$ cat src/design/mwa_pkg.sv
// Shared constants, widths and state types for the moving window average block.
// No dependencies; every other file refers to it by scoped names.
package mwa_pkg;

  localparam int MAX_WINDOW_DEF   = 64;
  localparam int SAMPLE_WIDTH_DEF = 16;

  localparam int LEN_W       = 7;
  localparam int SUM_OUT_W   = 22;
  localparam int AVG_OUT_W   = 16;
  localparam int CFG_DATA_W  = 32;
  localparam int CFG_ADDR_W  = 3;
  localparam int QUEUE_DEPTH = 2;

  localparam logic [LEN_W-1:0] LEN_RESET = 7'd64;

  // Register index, taken from the word address bits of paddr
  localparam logic [CFG_ADDR_W-3:0] REG_WINDOW_LENGTH = '0;

  typedef enum logic {
    FR_IDLE,
    FR_UPDATE
  } front_state_t;

  typedef enum logic [1:0] {
    DV_IDLE,
    DV_RUN,
    DV_DONE
  } div_state_t;

  function automatic int pos_width(input int max_window);
    return (max_window > 1) ? $clog2(max_window) : 1;
  endfunction

  function automatic int sum_width(input int max_window, input int sample_width);
    return sample_width + pos_width(max_window);
  endfunction

endpackage

$ cat src/design/mwa_front.sv
// Front end: sample ring memory, write position, filled flag and running sum.
// Pushes {running sum, divisor count} into the hand-off queue. Uses mwa_pkg.
module mwa_front #(
  parameter int MAX_WINDOW   = mwa_pkg::MAX_WINDOW_DEF,
  parameter int SAMPLE_WIDTH = mwa_pkg::SAMPLE_WIDTH_DEF
) (
  input  logic                                   clk,
  input  logic                                   rst_n,
  input  logic                                   clear,
  input  logic [mwa_pkg::LEN_W-1:0]              len_cfg,
  input  logic                                   push,
  input  logic signed [SAMPLE_WIDTH-1:0]         in_sample,
  output logic                                   full,
  input  logic                                   q_full,
  output logic                                   q_push,
  output logic [mwa_pkg::sum_width(MAX_WINDOW, SAMPLE_WIDTH)+mwa_pkg::LEN_W-1:0] q_data
);

  localparam int PW    = mwa_pkg::pos_width(MAX_WINDOW);
  localparam int SUM_W = mwa_pkg::sum_width(MAX_WINDOW, SAMPLE_WIDTH);
  localparam int CW    = mwa_pkg::LEN_W;
  localparam int CMP_W = ((PW > CW) ? PW : CW) + 1;

  mwa_pkg::front_state_t state_r, state_nxt;

  logic signed [SAMPLE_WIDTH-1:0] ring_mem [MAX_WINDOW];
  logic signed [SAMPLE_WIDTH-1:0] rd_r;
  logic signed [SAMPLE_WIDTH-1:0] sample_r;
  logic signed [SUM_W-1:0]        sum_r, sum_nxt, old_ext, smp_ext;
  logic [PW-1:0]                  pos_r, pos_nxt, pos_eff;
  logic                           filled_r, filled_nxt;
  logic [CW-1:0]                  len, count_nxt;
  logic [CMP_W-1:0]               pos_inc;
  logic                           wrap, accept;

  // Saturate the configured length into 1..MAX_WINDOW
  always_comb begin
    if (len_cfg == '0) begin
      len = CW'(1);
    end else if (32'(len_cfg) > MAX_WINDOW) begin
      len = CW'(MAX_WINDOW);
    end else begin
      len = len_cfg;
    end
  end

  assign pos_eff = (CMP_W'(pos_r) >= CMP_W'(len)) ? '0 : pos_r;
  assign pos_inc = CMP_W'(pos_eff) + CMP_W'(1);
  assign wrap    = pos_inc >= CMP_W'(len);
  assign pos_nxt = wrap ? '0 : PW'(pos_inc);
  assign filled_nxt = filled_r | wrap;
  assign count_nxt  = filled_nxt ? len : CW'(pos_inc);

  // Entries are only trusted once the ring has wrapped; before that they read as zero
  assign old_ext = filled_r ? SUM_W'(rd_r) : '0;
  assign smp_ext = SUM_W'(sample_r);
  assign sum_nxt = sum_r - old_ext + smp_ext;

  assign q_data = {sum_nxt, count_nxt};

  always_comb begin
    state_nxt = state_r;
    accept    = 1'b0;
    q_push    = 1'b0;
    full      = 1'b1;
    case (state_r)
      mwa_pkg::FR_IDLE: begin
        full   = q_full;
        accept = push && !q_full;
        if (accept) begin
          state_nxt = mwa_pkg::FR_UPDATE;
        end
      end
      mwa_pkg::FR_UPDATE: begin
        q_push    = 1'b1;
        state_nxt = mwa_pkg::FR_IDLE;
      end
      default: begin
        state_nxt = mwa_pkg::FR_IDLE;
      end
    endcase
  end

  always_ff @(posedge clk) begin
    if (!rst_n) begin
      state_r <= mwa_pkg::FR_IDLE;
    end else begin
      state_r <= state_nxt;
    end
  end

  always_ff @(posedge clk) begin
    if (!rst_n || clear) begin
      sum_r    <= '0;
      pos_r    <= '0;
      filled_r <= 1'b0;
    end else if (q_push) begin
      sum_r    <= sum_nxt;
      pos_r    <= pos_nxt;
      filled_r <= filled_nxt;
    end
  end

  always_ff @(posedge clk) begin
    if (accept) begin
      sample_r <= in_sample;
    end
  end

  // Read every cycle at the current position; write back during the update cycle
  always_ff @(posedge clk) begin
    if (q_push) begin
      ring_mem[pos_eff] <= sample_r;
    end
    rd_r <= ring_mem[pos_eff];
  end

  a_clear_resets_window: assert property (@(posedge clk) disable iff (!rst_n)
    clear |=> (pos_r == '0) && !filled_r && (sum_r == '0))
    else $error("window state not cleared after length write");

  a_count_in_range: assert property (@(posedge clk) disable iff (!rst_n)
    q_push |-> (count_nxt != '0) && (count_nxt <= len))
    else $error("divisor count outside 1..length");

endmodule

$ cat src/design/mwa_queue.sv
// Short hand-off queue between the front end and the divider.
// Depth from mwa_pkg::QUEUE_DEPTH; payload width set by the instantiating module.
module mwa_queue #(
  parameter int WIDTH = 29
) (
  input  logic             clk,
  input  logic             rst_n,
  input  logic             push,
  input  logic [WIDTH-1:0] push_data,
  output logic             full,
  input  logic             pop,
  output logic             empty,
  output logic [WIDTH-1:0] pop_data
);

  localparam int DEPTH = mwa_pkg::QUEUE_DEPTH;
  localparam int PTR_W = (DEPTH > 1) ? $clog2(DEPTH) : 1;
  localparam int CNT_W = $clog2(DEPTH + 1);

  logic [WIDTH-1:0] slot_r [DEPTH];
  logic [PTR_W-1:0] wr_ptr_r, rd_ptr_r;
  logic [CNT_W-1:0] cnt_r;
  logic             do_push, do_pop;

  assign full     = cnt_r == CNT_W'(DEPTH);
  assign empty    = cnt_r == '0;
  assign do_push  = push && !full;
  assign do_pop   = pop && !empty;
  assign pop_data = slot_r[rd_ptr_r];

  always_ff @(posedge clk) begin
    if (!rst_n) begin
      wr_ptr_r <= '0;
      rd_ptr_r <= '0;
      cnt_r    <= '0;
    end else begin
      if (do_push) begin
        wr_ptr_r <= (32'(wr_ptr_r) == DEPTH - 1) ? '0 : wr_ptr_r + PTR_W'(1);
      end
      if (do_pop) begin
        rd_ptr_r <= (32'(rd_ptr_r) == DEPTH - 1) ? '0 : rd_ptr_r + PTR_W'(1);
      end
      if (do_push && !do_pop) begin
        cnt_r <= cnt_r + CNT_W'(1);
      end else if (do_pop && !do_push) begin
        cnt_r <= cnt_r - CNT_W'(1);
      end
    end
  end

  always_ff @(posedge clk) begin
    if (do_push) begin
      slot_r[wr_ptr_r] <= push_data;
    end
  end

endmodule

$ cat src/design/mwa_divider.sv
// Back end: restoring signed divider, one quotient bit a cycle, and the result register.
// Takes {sum, count} requests from mwa_queue; uses mwa_pkg.
module mwa_divider #(
  parameter int SUM_W = 22
) (
  input  logic                                 clk,
  input  logic                                 rst_n,
  input  logic                                 q_empty,
  input  logic [SUM_W+mwa_pkg::LEN_W-1:0]      q_data,
  output logic                                 q_pop,
  output logic                                 empty,
  input  logic                                 pop,
  output logic signed [mwa_pkg::SUM_OUT_W-1:0] out_window_sum,
  output logic signed [mwa_pkg::AVG_OUT_W-1:0] out_window_average
);

  localparam int CW     = mwa_pkg::LEN_W;
  localparam int STEP_W = $clog2(SUM_W);

  mwa_pkg::div_state_t state_r, state_nxt;

  logic signed [SUM_W-1:0] sum_in, sum_hold_r, quot;
  logic [SUM_W-1:0]        mag, dq_r;
  logic [CW-1:0]           div_r, rem_r;
  logic [CW:0]             rem_t;
  logic                    neg_r, ge, last, load_out;
  logic [STEP_W-1:0]       step_r;
  logic                    out_valid_r;

  assign sum_in = signed'(q_data[SUM_W+CW-1:CW]);
  assign mag    = sum_in[SUM_W-1] ? SUM_W'(-sum_in) : SUM_W'(sum_in);
  assign rem_t  = {rem_r, dq_r[SUM_W-1]};
  assign ge     = rem_t >= {1'b0, div_r};
  assign last   = step_r == STEP_W'(SUM_W - 1);
  assign quot   = neg_r ? SUM_W'(-dq_r) : SUM_W'(dq_r);
  assign empty  = !out_valid_r;

  always_comb begin
    state_nxt = state_r;
    q_pop     = 1'b0;
    load_out  = 1'b0;
    case (state_r)
      mwa_pkg::DV_IDLE: begin
        if (!q_empty) begin
          q_pop     = 1'b1;
          state_nxt = mwa_pkg::DV_RUN;
        end
      end
      mwa_pkg::DV_RUN: begin
        if (last) begin
          state_nxt = mwa_pkg::DV_DONE;
        end
      end
      mwa_pkg::DV_DONE: begin
        // Hold the quotient until the result register is free
        if (!out_valid_r || pop) begin
          load_out  = 1'b1;
          state_nxt = mwa_pkg::DV_IDLE;
        end
      end
      default: begin
        state_nxt = mwa_pkg::DV_IDLE;
      end
    endcase
  end

  always_ff @(posedge clk) begin
    if (!rst_n) begin
      state_r     <= mwa_pkg::DV_IDLE;
      out_valid_r <= 1'b0;
      step_r      <= '0;
    end else begin
      state_r <= state_nxt;
      if (load_out) begin
        out_valid_r <= 1'b1;
      end else if (pop) begin
        out_valid_r <= 1'b0;
      end
      if (q_pop) begin
        step_r <= '0;
      end else if (state_r == mwa_pkg::DV_RUN) begin
        step_r <= step_r + STEP_W'(1);
      end
    end
  end

  always_ff @(posedge clk) begin
    if (q_pop) begin
      dq_r       <= mag;
      rem_r      <= '0;
      div_r      <= q_data[CW-1:0];
      neg_r      <= sum_in[SUM_W-1];
      sum_hold_r <= sum_in;
    end else if (state_r == mwa_pkg::DV_RUN) begin
      rem_r <= ge ? CW'(rem_t - {1'b0, div_r}) : rem_t[CW-1:0];
      dq_r  <= {dq_r[SUM_W-2:0], ge};
    end
  end

  always_ff @(posedge clk) begin
    if (load_out) begin
      out_window_sum     <= mwa_pkg::SUM_OUT_W'(sum_hold_r);
      out_window_average <= mwa_pkg::AVG_OUT_W'(quot);
    end
  end

  a_pop_needs_request: assert property (@(posedge clk) disable iff (!rst_n)
    q_pop |-> !q_empty)
    else $error("divider took from an empty queue");

  a_rem_below_divisor: assert property (@(posedge clk) disable iff (!rst_n)
    (state_r == mwa_pkg::DV_RUN) |-> (rem_r < div_r))
    else $error("partial remainder not below divisor");

  a_done_fills_output: assert property (@(posedge clk) disable iff (!rst_n)
    load_out |=> out_valid_r && (state_r == mwa_pkg::DV_IDLE))
    else $error("finished quotient not delivered to result register");

endmodule

$ cat src/design/moving_window_average.sv
// Moving window average: ring of recent samples, running sum and truncating average.
// Throughput is set by the divider, which resolves one quotient bit a cycle while running and
//   finishes one request before it takes the next; the front end takes a new sample only
//   after the update state of the last one, and the hand-off queue buffers between the two.
// Reset (rst_n low, synchronous) empties the hand-off queue, sets window_length to 64 and
//   clears the window; a window_length write clears it again. No clearing pass is needed.
module moving_window_average #(
  parameter int MAX_WINDOW   = mwa_pkg::MAX_WINDOW_DEF,
  parameter int SAMPLE_WIDTH = mwa_pkg::SAMPLE_WIDTH_DEF
) (
  input  logic                                 clk,
  input  logic                                 rst_n,
  input  logic                                 push,
  output logic                                 full,
  input  logic signed [SAMPLE_WIDTH-1:0]       in_sample,
  output logic                                 empty,
  input  logic                                 pop,
  output logic signed [mwa_pkg::SUM_OUT_W-1:0] out_window_sum,
  output logic signed [mwa_pkg::AVG_OUT_W-1:0] out_window_average,
  input  logic                                 psel,
  input  logic                                 penable,
  input  logic                                 pwrite,
  input  logic [mwa_pkg::CFG_ADDR_W-1:0]       paddr,
  input  logic [mwa_pkg::CFG_DATA_W-1:0]       pwdata,
  output logic [mwa_pkg::CFG_DATA_W-1:0]       prdata,
  output logic                                 pready
);

  localparam int SUM_W = mwa_pkg::sum_width(MAX_WINDOW, SAMPLE_WIDTH);
  localparam int QW    = SUM_W + mwa_pkg::LEN_W;

  logic [mwa_pkg::LEN_W-1:0] len_r;
  logic                      reg_hit, cfg_we;
  logic                      q_push, q_full, q_pop, q_empty;
  logic [QW-1:0]             q_wdata, q_rdata;

  assign pready  = 1'b1;
  assign reg_hit = paddr[mwa_pkg::CFG_ADDR_W-1:2] == mwa_pkg::REG_WINDOW_LENGTH;
  assign cfg_we  = psel && penable && pwrite && pready && reg_hit;
  assign prdata  = reg_hit ? mwa_pkg::CFG_DATA_W'(len_r) : '0;

  always_ff @(posedge clk) begin
    if (!rst_n) begin
      len_r <= mwa_pkg::LEN_RESET;
    end else if (cfg_we) begin
      len_r <= pwdata[mwa_pkg::LEN_W-1:0];
    end
  end

  mwa_front #(
    .MAX_WINDOW   (MAX_WINDOW),
    .SAMPLE_WIDTH (SAMPLE_WIDTH)
  ) u_front (
    .clk       (clk),
    .rst_n     (rst_n),
    .clear     (cfg_we),
    .len_cfg   (len_r),
    .push      (push),
    .in_sample (in_sample),
    .full      (full),
    .q_full    (q_full),
    .q_push    (q_push),
    .q_data    (q_wdata)
  );

  mwa_queue #(
    .WIDTH (QW)
  ) u_queue (
    .clk       (clk),
    .rst_n     (rst_n),
    .push      (q_push),
    .push_data (q_wdata),
    .full      (q_full),
    .pop       (q_pop),
    .empty     (q_empty),
    .pop_data  (q_rdata)
  );

  mwa_divider #(
    .SUM_W (SUM_W)
  ) u_divider (
    .clk                (clk),
    .rst_n              (rst_n),
    .q_empty            (q_empty),
    .q_data             (q_rdata),
    .q_pop              (q_pop),
    .empty              (empty),
    .pop                (pop),
    .out_window_sum     (out_window_sum),
    .out_window_average (out_window_average)
  );

endmodule

$ cat config.mk
export PLATFORM = sky130hd
export DESIGN_NAME = moving_window_average
export DESIGN_NICKNAME = d
export VERILOG_FILES = /design/src/design/mwa_pkg.sv /design/src/design/mwa_front.sv /design/src/design/mwa_queue.sv /design/src/design/mwa_divider.sv /design/src/design/moving_window_average.sv
export SDC_FILE = /design/constraint.sdc
export NUM_CORES = 1
export LEC_CHECK = 0
export ABC_AREA = 1
export BUFFER_PORTS_ARGS = -buffer_cell sky130_fd_sc_hd__clkbuf_2
export CAP_MARGIN = 10
export CELL_PAD_IN_SITES_DETAIL_PLACEMENT = 1
export CELL_PAD_IN_SITES_GLOBAL_PLACEMENT = 2
export CORE_AREA = 2 2 366 368
export DETAILED_ROUTE_END_ITERATION = 12
export DIE_AREA = 0 0 368 370
export PLACE_DENSITY_LB_ADDON = 0.1
export SLEW_MARGIN = 5
export SYNTH_ARGS = -nofsm -noshare
export SYNTH_HDL_FRONTEND = slang
export SYNTH_HIERARCHICAL = 1
export SYNTH_SLANG_ARGS = --single-unit
$ cat constraint.sdc
create_clock -name clk -period 6 [get_ports clk]
set_input_delay 1.2 -clock clk [delete_from_list [all_inputs] [get_ports clk]]
set_output_delay 1.2 -clock clk [all_outputs]
set_load 0.01 [all_outputs]
======== Word level (Yosys, flattened, before mapping) ========
Memory sizes are Yosys's and may differ from the RTL's. A register that Yosys moved wholly into a read port is not among the register bits.
Cells that the tools add are included.
Widths: inputs -> output; s select.
word-level totals
  logic and storage cells ................. 108
  bits in writable memories ............... 1,082
  memories ................................ 2
  register bits ........................... 162
  bits of input ports ..................... 58
memories
  name              depth  width  rd ports  clocked after Yosys merged registers in  wr ports  RTL line         text
  u_front.ring_mem  64     16     1         1                                        1         mwa_front.sv:26  logic signed [SAMPLE_WIDTH-1:0] ring_mem [MAX_WINDOW];
  u_queue.slot_r    2      29     1         1                                        1         mwa_queue.sv:20  logic [WIDTH-1:0] slot_r [DEPTH];
operators by class
  add/subtract/negate cells ............... 11
  muxes and demuxes ....................... 37
  reductions and logical operators ........ 24
  eq/ne operators ......................... 7
  magnitude comparators ................... 4
  bitwise gates (word level) .............. 4
operators with widths
  cell                 count
  $mux 22              4
  $mux 7               5
  $add 22x16->22       1
  $neg 22->22          1
  $sub 22x22->22       1
  $mux 1               18
  $ge 8x7->1           2
  $mux 16              1
  $neg 16->16          1
  $mux 6               2
  $mux 2               5
  $logic_and 1x1->1    8
  $add 6x1->7 const B  1
  $ge 6x7->1           1
  $gt 7x7->1 const B   1
  $logic_not 7->1      1
  $sub 7x7->7          1
  $logic_not 1->1      6
  $pmux 2 s3           1
  $reduce_bool 2->1    3
  $add 5x1->5 const B  1
  $eq 5x5->1 const B   1
  $eq 2x2->1 const B   2
  $logic_not 2->1      2
  other kinds (12)     17

======== Longest topological paths before layout ========
  depth after elaboration ................. 9
  gate-level depth with buffers ........... 27

======== Modules after synthesis ========
Netlist, hierarchy kept.
modules (own cells, without submodules)
  module                 cells an instance  instances  area each (sq um)
  mwa_front              4,331              1          47,176.5
  mwa_divider            515                1          4,993.5
  mwa_queue              128                1          2,378.5
  moving_window_average  90                 1          613.1

======== Least setup slack after synthesis ========
OpenSTA, ideal clock, no wires.
  kind .................................... input port to flip-flop
  start ................................... in pop
  end ..................................... reg u_divider/out_window_average[0] in the netlist's numbering, enable pin
  slack ................................... 1,660 ps
  data arrival time ....................... 3,859 ps
  data required time ...................... 5,519 ps
  stages on the path ...................... 2
  path buffers ............................ 0
  cells stage by stage .................... nor2_1 -> nor3_1
on the way
  cells in the longest elaborated chain, start to end .. 3
ends and longest elaborated chain
  item                          RTL line                     text
  start, declared               moving_window_average.sv:17  input logic pop,
  $logic_or 1x1->1              mwa_divider.sv:56            if (!out_valid_r || pop) begin
  $mux 1                        mwa_divider.sv:56
  $mux 1                        mwa_divider.sv:42            case (state_r)
  named net u_divider.load_out  mwa_divider.sv:26            logic neg_r, ge, last, load_out;
  end signal, assigned          mwa_divider.sv:103           out_window_average <= mwa_pkg::AVG_OUT_W'(quot);
  end, declared                 mwa_divider.sv:14            output logic signed [mwa_pkg::AVG_OUT_W-1:0] out_window_average
The timed path passes the listed nets, and every way through them passes these cells.
A chain may end at the register's enable or synchronous reset.

======== Worst setup path in the final report ========
  start ................................... reg len_r[5] in the netlist's numbering
  end ..................................... mem u_queue.slot_r[1][5], data pin
on the way
  cells in the longest elaborated chain, start to end .. 9
ends and longest elaborated chain
  item                    RTL line                     text
  start, declared         moving_window_average.sv:32  logic [mwa_pkg::LEN_W-1:0] len_r;
  start signal, assigned  moving_window_average.sv:44  len_r <= mwa_pkg::LEN_RESET;
  start signal, assigned  moving_window_average.sv:46  len_r <= pwdata[mwa_pkg::LEN_W-1:0];
  $gt 7x7->1              mwa_front.sv:40              end else if (32'(len_cfg) > MAX_WINDOW) begin
  $mux 7                  mwa_front.sv:40
  $mux 7 (*)              mwa_front.sv:38              if (len_cfg == '0) begin
  $ge 6x7->1              mwa_front.sv:47              assign pos_eff = (CMP_W'(pos_r) >= CMP_W'(len)) ? '0 : pos_r;
  $mux 6                  mwa_front.sv:47
  $add 6x1->7             mwa_front.sv:48              assign pos_inc = CMP_W'(pos_eff) + CMP_W'(1);
  $ge 8x7->1              mwa_front.sv:49              assign wrap = pos_inc >= CMP_W'(len);
  $or 1x1->1              mwa_front.sv:51              assign filled_nxt = filled_r | wrap;
  $mux 7 (*)              mwa_front.sv:52              assign count_nxt = filled_nxt ? len : CW'(pos_inc);
  named net q_wdata[5]    moving_window_average.sv:35  logic [QW-1:0] q_wdata, q_rdata;
  end, declared           mwa_queue.sv:20
The timed path passes the listed nets; every way through them passes the cells marked *.

==> results.txt <==
* Stage delay of the slowest cell on the critical path: 0.70 ns
* Layout cells sized above 1: 9.68%
* Number of detailed-route iterations in the first pass: 5
- After clock tree synthesis, the repair step resized 0 gates.
- Synthesized area: 0.0552 mm²
* Mean number of vias per cell: 5.12
- Number of hold-slack violations in the final timing report: 0
- Buffers placed on the I/O ports in this run total 77.
- Buffers inserted during clock tree synthesis total 144.
- Area growth, synth to finish: 13.7%
- In this run the worst setup path begins at len_r[5].
- Gate count of the mapped netlist: 5064
- DRT antenna net count: 0
* Instance area after placement: 0.0581 mm²
- The worst-case IR drop observed on VDD is 287 µV.
- Max Buffers Root-to-Sink: 3
- Subtracting the final worst setup slack from the clock period gives 5.22 ns.
* Initial standard-cell utilization of the core: 41.6%
- After floorplanning, the core was sized to cover 0.132 mm².
- Gp weighted congestion: 0.814
* Antenna violations before repair: 2
- CTS root buf: clkbuf_16
- After filler insertion, the fill cell instance count of the layout stands at 14100.
* Routed wire per std cell: 22.7 µm
- Wire length after detailed routing: 162000 µm
- After synthesis, flip-flops and latches occupy 67.3% of the total area.
- P per Cell Area: 380 mW/mm²
- The net count of the finished layout is 5362.
- The finished cells cover 0.0627 mm².
- The clock reaches the later pin of the worst-skew pair after 0.78 ns.
- Walking the worst path, the cells encountered are nor4_1, nand2_1, o21ai_0, ha_1, inv_1, nand2_1, nand2_1, nand2_1, nand2_4, nand2_2, nor2_2, inv_1, nor2_1, nand2_1, xnor2_1, ha_1, a21oi_1, o21a_1, nand3_1, nor2_1, o21ai_0.
- Critical path class: reg -> reg
* Count of boundary I/O pins: 131
* Final instance count without filler cells: 7120
- After clock tree synthesis, the flow added hold-fix buffers numbering 0.
* Synth Area per Inst: 10.9 µm²
- Dpl cells: 6855
- The startpoint identified for the worst hold timing path is u_divider/sum_hold_r[20].
- The via count of the first global-routing pass was 37200.
* Clock Skew: 0.0236 ns
- After clock tree synthesis, the clock-pin slew on the worst setup and hold paths is 0.06 ns.
* Most common cell type on the critical path: nand2_1
- Overall fraction of global-route tracks in use: 24.0%
- Data arrives at the worst endpoint at 5.68 ns.
- TritonCTS built the clock tree.
* CTS H-tree depth: 4
* Critical path startpoint category: flip-flop
- # rows: 134
- The final critical path takes up 87.0% of the cycle.
* Vias: 36400
- Summing internal, switching and leakage power gives 23.8 mW.
- For this run, the top clock speed supported by timing is 0.191 GHz.
- Class of the tightest hold or removal check: reg -> reg
- The tool flagged a number of max-cap violations equal to 0.
- Yosys mapped the design onto 51 distinct sky130hd cell types.
- The die is 368 µm wide.
- Outcome: completed
- In this run the static leakage power is 26.2 nW.
- Detailed placement finished with a half-perimeter wire length of 98100 µm.
- The die covers 0.136 mm².
- For this run the aggregate overflow at the end of global routing stands at 0.
- The die is 370 µm tall.
* Worst max-slew margin expressed relative to the limit: 31.3%
- At the pin with the least slew margin, the transition time is 1.03 ns.
- Final Max Tran Viols: 0
* Reg-to-reg setup timing slack: 0.78 ns
* Largest fanout on the critical path: 15
- Pin count of the biggest net entering global routing: 116
* Wire length of the first global-routing pass: 241000 µm
* Residual DRC: 0
- The first routing iteration left 2673 violations.
- Post-CTS timing repair inserted 0 buffers for setup.
* Synth warn: 6
- Number of sinks handled by clock tree synthesis: 1260
- Setup repair after global routing missed its margin: no
- The synthesized design contains 1260 register bits.
- Final total negative setup slack: 0 ns
- Nature of the critical path endpoint: flip-flop
- The slowest stage of the critical path is the nor2_1 cell.
- Startpoint of the worst-slack reg-to-reg timing path: len_r[5]
- Setup violations remaining at the end of the flow were counted as 0.
- Critical path required time: 6.45 ns
## power breakdown
part	total [mW]	switching, mW	internal [mW]	leakage (nW)
registers	10.9	0.245	10.6	11.3
clock network	8.57	3.57	5.00	2.24
logic	4.38	3.22	1.16	12.7
## cells in the mapped netlist (all sizes together)
| cell | n | area share (%) |
|---|---|---|
| a21oi | 56 | 0.55 |
| xnor2 | 11 | 0.17 |
| nand4 | 89 | 1.0 |
| nand3b | 7 | 0.095 |
| nor3 | 22 | 0.21 |
| inv | 878 | 6.0 |
| a211oi | 2 | 0.027 |
| dfxtp | 73 | 2.6 |
| nand2 | 1169 | 8.0 |
| ha | 49 | 1.1 |
| o21a | 3 | 0.041 |
| nor3b | 1 | 0.014 |
| xor2 | 31 | 0.49 |
| a21o | 4 | 0.054 |
| and2 | 1 | 0.011 |
| o21bai | 5 | 0.068 |
| o21ai | 235 | 2.2 |
| edfxtp | 1187 | 65 |
| nand3 | 233 | 2.1 |
| clkbuf | 94 | 0.64 |
| a31oi | 4 | 0.045 |
| a221oi | 1 | 0.016 |
| clkinv | 5 | 0.034 |
| buf | 145 | 1.5 |
| conb | 2 | 0.014 |
| fa | 22 | 0.80 |
| nor2 | 403 | 2.9 |
| mux2 | 29 | 0.66 |
| nor4 | 4 | 0.045 |
| o211ai | 284 | 3.9 |
| or2 | 14 | 0.16 |
| nand2b | 1 | 0.011 |
## kinds of logic after synthesis
| family | after synthesis | share of synthesized area [%] |
|---|---|---|
| other | 2 | 0.0136 |
| multiplexers | 29 | 0.660 |
| adder cells (fa/ha/maj) | 71 | 1.91 |
| buffers and inverters | 1122 | 8.12 |
| AO/OA/AOI/OAI | 594 | 6.83 |
| AND/OR/NAND/NOR | 1944 | 14.5 |
| XOR/XNOR | 42 | 0.667 |
| flip-flops | 1260 | 67.3 |
## placed cells by master (no fill, tap or decap), types with 49 or more instances in the layout
master,netlist,layout
nand4_1,89,89
dfxtp_1,73,72
inv_1,873,873
clkbuf_16,0,148
edfxtp_1,1187,1187
clkbuf_2,0,77
ha_1,49,49
nor2_1,390,387
o21ai_1,63,63
o21ai_0,169,169
nand2_1,1165,1164
a21oi_1,54,54
nand3_1,232,231
buf_4,26,147
o211ai_1,283,283
## registers in the layout, summed over array words and instances (netlist names), named ones only
name,count
u_divider/state_r,2
u_front/ring_mem,1024
u_divider/out_window_sum,22
u_divider/step_r,5
u_front/sum_r,22
u_front/filled_r,1
u_queue/cnt_r,2
u_front/sample_r,16
u_queue/wr_ptr_r,1
u_divider/out_valid_r,1
u_divider/rem_r,7
u_front/state_r,1
u_front/pos_r,6
u_divider/div_r,7
u_divider/sum_hold_r,22
u_divider/dq_r,22
u_queue/rd_ptr_r,1
len_r,7
u_divider/out_window_average,16
u_front/rd_r,16
u_queue/slot_r,58
## final timing paths
path / to / cells after the start
max: u_queue/slot_r[1][5] / 21
min: u_divider/out_window_sum[20] / 0
max reg2reg: u_queue/slot_r[1][5] / 21
min reg2reg: u_divider/out_window_sum[20] / 0
## worst max-delay path, delay by kind of cell (launching register included)
family | cells | cell delay (ns)
AOI/OAI and AO/OA | 4 | 1.03
xor gates and xnor gates | 1 | 0.37
adders and majority gates | 2 | 0.69
buffers and inverters | 2 | 0.25
DFF | 1 | 0.35
and+or+nand+nor | 12 | 2.20
## routing by layer
metal | part of all wire, % | vias up | global-route usage, %
met5 | 0 | - | 0
met4 | 2.6 | 0 | 7.02
met3 | 3.5 | 209 | 2.89
met2 | 49 | 613 | 40.8
met1 | 45 | 18400 | 32.2
li1 | - | 17200 | -
## stage by stage
stage / worst slack [ns] / utilization (%) / hold WS, ns
global route: 0.246 / 47.3 / 0.422
finish: 0.778 / 47.3 / 0.416
CTS: 0.782 / 47.3 / 0.419
floorplan: 1.66 / - / 0.400
global placement: 0.824 / 43.9 / 0.402
detailed placement: 0.827 / 43.9 / 0.405
## cell type report
cell class	count	area [µm²]	share of cell area (%)
Clock buffer	190	3880	6.19
Timing Repair Buffer	238	1770	2.82
Multi-Input combinational cell	2706	13700	21.9
Tap cell	1768	2210	3.53
Clock inverter	74	689	1.10
Antenna cell	1	2.50	0.00399
Sequential cell	1260	37100	59.2
Inverter	883	3320	5.29
Note: power is estimated with default switching activity, not from simulation.
